**src/adpt1_pkg.sv**
```systemverilog
// Shared constants, codes and control types of the adaptive double PT1 filter.
package adpt1_pkg;

    localparam int SAMPLE_BITS    = 16;
    localparam int COEF_BITS      = 16;
    localparam int COEF_FRAC_BITS = 16;
    localparam int STATE_BITS     = 32;
    localparam int STATE_FRAC     = STATE_BITS - SAMPLE_BITS;
    localparam int GAIN_BITS      = 24;
    localparam int GAIN_FRAC      = 16;
    localparam int ADAPT_SHIFT    = STATE_FRAC + GAIN_FRAC - COEF_FRAC_BITS;

    // shared multiplier: signed difference times zero-extended coefficient or gain
    localparam int DIFF_BITS = STATE_BITS + 2;
    localparam int PROD_BITS = DIFF_BITS + GAIN_BITS + 1;
    localparam int ACC_BITS  = PROD_BITS - COEF_FRAC_BITS + 1;

    localparam int CFG_IDX_BITS  = 3;
    localparam int CFG_DATA_BITS = 24;

    localparam logic [CFG_IDX_BITS-1:0] REG_K_DERIV       = 3'd0;
    localparam logic [CFG_IDX_BITS-1:0] REG_K_MIN         = 3'd1;
    localparam logic [CFG_IDX_BITS-1:0] REG_K_MAX         = 3'd2;
    localparam logic [CFG_IDX_BITS-1:0] REG_ADAPT_GAIN    = 3'd3;
    localparam logic [CFG_IDX_BITS-1:0] REG_MAX_STEP      = 3'd4;
    localparam logic [CFG_IDX_BITS-1:0] REG_SLEW_ENABLE   = 3'd5;
    localparam logic [CFG_IDX_BITS-1:0] REG_INITIAL_VALUE = 3'd6;

    localparam logic [COEF_BITS-1:0]   RST_K_DERIV    = 16'd6554;
    localparam logic [COEF_BITS-1:0]   RST_K_MIN      = 16'd655;
    localparam logic [COEF_BITS-1:0]   RST_K_MAX      = 16'd32768;
    localparam logic [GAIN_BITS-1:0]   RST_ADAPT_GAIN = 24'd65536;
    localparam logic [SAMPLE_BITS-1:0] RST_MAX_STEP   = 16'd0;
    localparam logic                   RST_SLEW       = 1'b0;
    localparam logic [SAMPLE_BITS-1:0] RST_INITIAL    = 16'd0;

    typedef enum logic [3:0] {
        OP_NONE,
        OP_LIMIT,
        OP_MUL_D1,
        OP_UPD_D1,
        OP_MUL_D2,
        OP_UPD_D2,
        OP_MUL_K,
        OP_UPD_K,
        OP_MUL_O1,
        OP_UPD_O1,
        OP_MUL_O2,
        OP_UPD_O2
    } op_t;

    typedef struct packed {
        logic load;
        op_t  op;
    } cmd_t;

endpackage

```
**src/adpt1_ctrl.sv**
```systemverilog
// Sequencer: steps one sample through limit, two smoothers, gain and output filter.
module adpt1_ctrl
    import adpt1_pkg::*;
(
    input  logic clk,
    input  logic rst_n,
    input  logic in_valid,
    output logic in_ready,
    output logic out_valid,
    input  logic out_ready,
    output cmd_t cmd
);

    typedef enum logic [3:0] {
        S_IDLE,
        S_LIMIT,
        S_MUL_D1,
        S_UPD_D1,
        S_MUL_D2,
        S_UPD_D2,
        S_MUL_K,
        S_UPD_K,
        S_MUL_O1,
        S_UPD_O1,
        S_MUL_O2,
        S_UPD_O2
    } state_t;

    state_t state_reg;
    state_t state_next;
    logic   out_valid_reg;
    logic   out_valid_next;
    logic   slot_free;

    // result register is free when empty or being drained this cycle
    assign slot_free = !out_valid_reg || out_ready;

    always_comb
    begin
        state_next = state_reg;
        cmd.load   = 1'b0;
        cmd.op     = OP_NONE;
        unique case (state_reg)
            S_IDLE:
            begin
                if (in_valid)
                begin
                    cmd.load   = 1'b1;
                    state_next = S_LIMIT;
                end
            end
            S_LIMIT:
            begin
                cmd.op     = OP_LIMIT;
                state_next = S_MUL_D1;
            end
            S_MUL_D1:
            begin
                cmd.op     = OP_MUL_D1;
                state_next = S_UPD_D1;
            end
            S_UPD_D1:
            begin
                cmd.op     = OP_UPD_D1;
                state_next = S_MUL_D2;
            end
            S_MUL_D2:
            begin
                cmd.op     = OP_MUL_D2;
                state_next = S_UPD_D2;
            end
            S_UPD_D2:
            begin
                cmd.op     = OP_UPD_D2;
                state_next = S_MUL_K;
            end
            S_MUL_K:
            begin
                cmd.op     = OP_MUL_K;
                state_next = S_UPD_K;
            end
            S_UPD_K:
            begin
                cmd.op     = OP_UPD_K;
                state_next = S_MUL_O1;
            end
            S_MUL_O1:
            begin
                cmd.op     = OP_MUL_O1;
                state_next = S_UPD_O1;
            end
            S_UPD_O1:
            begin
                cmd.op     = OP_UPD_O1;
                state_next = S_MUL_O2;
            end
            S_MUL_O2:
            begin
                cmd.op     = OP_MUL_O2;
                state_next = S_UPD_O2;
            end
            S_UPD_O2:
            begin
                // the last stage doubles as the result register, so hold it until free
                if (slot_free)
                begin
                    cmd.op     = OP_UPD_O2;
                    state_next = S_IDLE;
                end
            end
            default:
            begin
                state_next = S_IDLE;
            end
        endcase
    end

    always_comb
    begin
        out_valid_next = (out_valid_reg && !out_ready) || (cmd.op == OP_UPD_O2);
    end

    always_ff @(posedge clk or negedge rst_n)
    begin
        if (!rst_n)
        begin
            state_reg     <= S_IDLE;
            out_valid_reg <= 1'b0;
        end
        else
        begin
            state_reg     <= state_next;
            out_valid_reg <= out_valid_next;
        end
    end

    assign in_ready  = (state_reg == S_IDLE);
    assign out_valid = out_valid_reg;

endmodule

```
**config.mk**
```make
export PLATFORM = sky130hd
export DESIGN_NAME = adpt1_ctrl
export DESIGN_NICKNAME = d
export VERILOG_FILES = /design/src/adpt1_pkg.sv /design/src/adpt1_ctrl.sv
export SDC_FILE = /design/constraint.sdc
export NUM_CORES = 1
export LEC_CHECK = 0
export ABC_AREA = 1
export BUFFER_PORTS_ARGS = -buffer_cell sky130_fd_sc_hd__buf_2
export CAP_MARGIN = 20
export CORE_AREA = 4 4 41 43
export CTS_CLUSTER_DIAMETER = 50
export DETAILED_ROUTE_END_ITERATION = 10
export DIE_AREA = 0 0 45 47
export PLACE_DENSITY = 0.49
export SLEW_MARGIN = 0
export SYNTH_ARGS = -nofsm -noshare
export SYNTH_HDL_FRONTEND = slang
export SYNTH_SLANG_ARGS = --single-unit
```
**constraint.sdc**
```tcl
create_clock -name clk -period 2.5 [get_ports clk]
set_input_delay 0.75 -clock clk [delete_from_list [all_inputs] [get_ports clk]]
set_output_delay 0.75 -clock clk [all_outputs]
set_load 0.02 [all_outputs]
```
==> results.txt <==
----------------------------------------------------
[Synthesis]
  Syn. warnings ... 0
  Fraction of the yosys area taken by sequential cells ... 0.385
  Flops & latches, synth ... 5
  Post-Syn Instances ... between 50 and 60
  Distinct cell type count of the synthesized netlist ... 12
  Post-synthesis net count ... 57
  Largest cells by area after synthesis ... sky130_fd_sc_hd__dfrtp_1 38%, sky130_fd_sc_hd__nor2_1 16%, sky130_fd_sc_hd__nand2_1 14%
  Mean instance size in the synthesized netlist ... 6.14 sq um
  Area share of the largest cell type after synthesis ... 0.385
  Area leader, netlist ... sky130_fd_sc_hd__dfrtp_1
  Area of the mapped netlist ... 325 sq um

[Floorplanning]
  Core area ... 1300 sq um
  Starting Density ... 0.250
  Std cell rows ... 13
  Overall die area ... 2120 sq um
  Horizontal die dimension ... around 45 um
  I/O pin count ... 11
  Die H ... 47 um

[Route]
  Total number of vias ... about 350
  Wire per inst ... 8.70 um
  Count of routing violations after the opening detailed-route iteration ... 3
  Routed Antenna Nets ... 0
  Post-route DRC violation count ... 0
  DRT Wirelength ... about 710 um
  TritonRoute pass-1 iters ... 4
  Via-to-Cell Ratio ... between 4 and 5

[Setup path]
  Worst path required time ... 1750 ps
  Max FO, Critical Path ... 4
  Minimum setup slack among reg-to-reg paths ... 1480 ps
  Class of the most critical setup path ... in2out
  R2R cell count ... 4
  Type of element capturing the critical path ... primary output
  Kind of start point of the critical path ... input pin
  Setup crit start ... out_ready
  Termination of the worst setup path ... cmd[0]
  Arr. time, crit path ... roughly 1400 ps
  Launch instance of the worst register-to-register path ... state_reg[3]
  Worst reg2reg endpoint ... state_reg[0]

[Timing]
  RSZ-0062 raised after global routing ... no
  Setup-failing EPs final ... 0
  Final worst path period share ... 0.850
  Actual transition at the worst max-transition pin ... ~200 ps
  Highest clock rate ... 471 MHz
  Final critical-path required period ... approximately 2100 ps
  Final Max Slew Viols ... 0
  Final count of hold timing violations ... 0
  Worst slew margin ... 0.864
  Worst Skew ... about 2 ps
  Sum of negative setup slack ... 0 ps

[Global routing]
  Number of antenna violations at the first check in global routing ... 0
  Remaining global-route overflow ... 0
  Wire length of the first global-routing pass ... between 1 and 1.5 mm
  Overall routing resource usage ... 0.0756
  Number of global-route vias before repair ... just over 300
  Largest net degree at the start of global routing ... 6

[Placement]
  Final Wtd Congestion ... roughly 0.7
  Port Buf Inserts ... 10
  Detailed placer's ending HPWL ... 590 um

[Finish]
  Area delta synth->final ... 29.2%
  Fraction of final layout cells sized beyond drive strength 1 ... 0.239
  Antenna diode instance count ... 0
  Final nets ... 72
  Number of fill cells ... around 150
  Highest-count cells in the layout ignoring fill and taps ... 14 x sky130_fd_sc_hd__nor2_1, 12 x sky130_fd_sc_hd__nand2_1, 10 x sky130_fd_sc_hd__buf_2
  Most frequent standard cell in the layout excluding fill and tap cells ... sky130_fd_sc_hd__nor2_1
  Flip-flop count of the largest register after layout ... 4

[Job]
  Max Cap Viol ... 0

[Pwr]
  Power after layout ... between 0.5 and 0.6 mW
  Total leakage power ... 0.249 nW
  Maximum VDD drop ... about 0.56 mV
  Power per cell area ... 1280 nW/um^2

[Run status]
  Status ... completed

[Clock network]
  Clock latency of the later-clocked register in the worst-skew pair ... 240 ps
  Num Clock Sinks ... 5
  Worst-path clk slew ... ~40 ps
  Clock tree from TritonCTS ... done
  Clock root cell ... sky130_fd_sc_hd__clkbuf_4
  Number of hold-repair buffers added at the cts stage ... 0
  Maximum level of the CTS H-tree ... 1
  Postcts setup bufs ... 0
  Deepest clock path buffer count ... 2
  Resized cells post-CTS ... 0
  TritonCTS buffer count ... 3

[Hold path]
  Hold crit path type ... in2async

----------------------------------------------------
critical path, cell delays in order:
cell and delay, ps:
sky130_fd_sc_hd__buf_2 90, sky130_fd_sc_hd__inv_1 40, sky130_fd_sc_hd__nand2_1 90, sky130_fd_sc_hd__o21ai_0 150
sky130_fd_sc_hd__o21ai_0 90, sky130_fd_sc_hd__buf_2 160
cell type report:
class / count / area [sq um] / share of cell area
Timing Repair Buffer: 10 / 50.0 / 0.119
Sequential cell: 5 / 125 / 0.298
Inverter: 9 / 33.8 / 0.0804
Multi-Input combinational cell: 39 / 166 / 0.396
Tap cell: 15 / 18.8 / 0.0446
Clock buffer: 4 / 26.3 / 0.0625
cells in the mapped netlist:
library cell,count
sky130_fd_sc_hd__nand2_2,1
sky130_fd_sc_hd__nor2_2,1
sky130_fd_sc_hd__o21ai_0,5
sky130_fd_sc_hd__nand4_1,1
sky130_fd_sc_hd__dfrtp_1,5
sky130_fd_sc_hd__nand3_1,2
sky130_fd_sc_hd__o21ai_1,1
sky130_fd_sc_hd__nor2_1,14
sky130_fd_sc_hd__nand2_1,12
sky130_fd_sc_hd__inv_2,1
sky130_fd_sc_hd__inv_1,8
sky130_fd_sc_hd__a21oi_1,2
routing by layer:
layer  share of wire  track usage
met2            0.43        0.107
met5               0            0
met3           0.056       0.0115
met4               0       0.0702
met1            0.51       0.0977
through the flow:
stage / cells / util / cell area (sq um) / hold slack, ps / worst slack [ps]
2_1_floorplan: 53 / - / 325 / 454 / 488
3_3_place_gp: 78 / 0.303 / 394 / 545 / 402
3_5_place_dp: 78 / 0.303 / 394 / 549 / 364
4_1_cts: 82 / 0.323 / 420 / 307 / 364
5_1_grt: 82 / 0.323 / 420 / 312 / 308
6_report: 82 / 0.323 / 420 / 314 / 376
power breakdown:
part / switching, mW / internal, mW
Clock: 0.0300 / 0.0601
Combinational: 0.204 / 0.0938
Sequential: 0.0366 / 0.115
kinds of logic (layout without fill, tap and decap cells):
logic type      after synthesis  in the layout  synth area share
flops                         5              5             0.385
compound gates                8              8             0.123
buf+inv                       9             23             0.104
simple gates                 31             31             0.388
worst min-delay path by stage:
stage / depth (start not counted) / slack [ps] / startpoint / end
5_1_grt: 1 / 310 / rst_n / state_reg[2]
4_1_cts: 1 / 310 / rst_n / state_reg[2]
3_5_place_dp: 2 / 550 / out_valid / out_valid
6_report: 1 / 310 / rst_n / state_reg[0]
3_3_place_gp: 2 / 540 / out_valid / out_valid
2_1_floorplan: 0 / 450 / rst_n / out_valid
No activity file was read; power rests on OpenSTA's default activity.
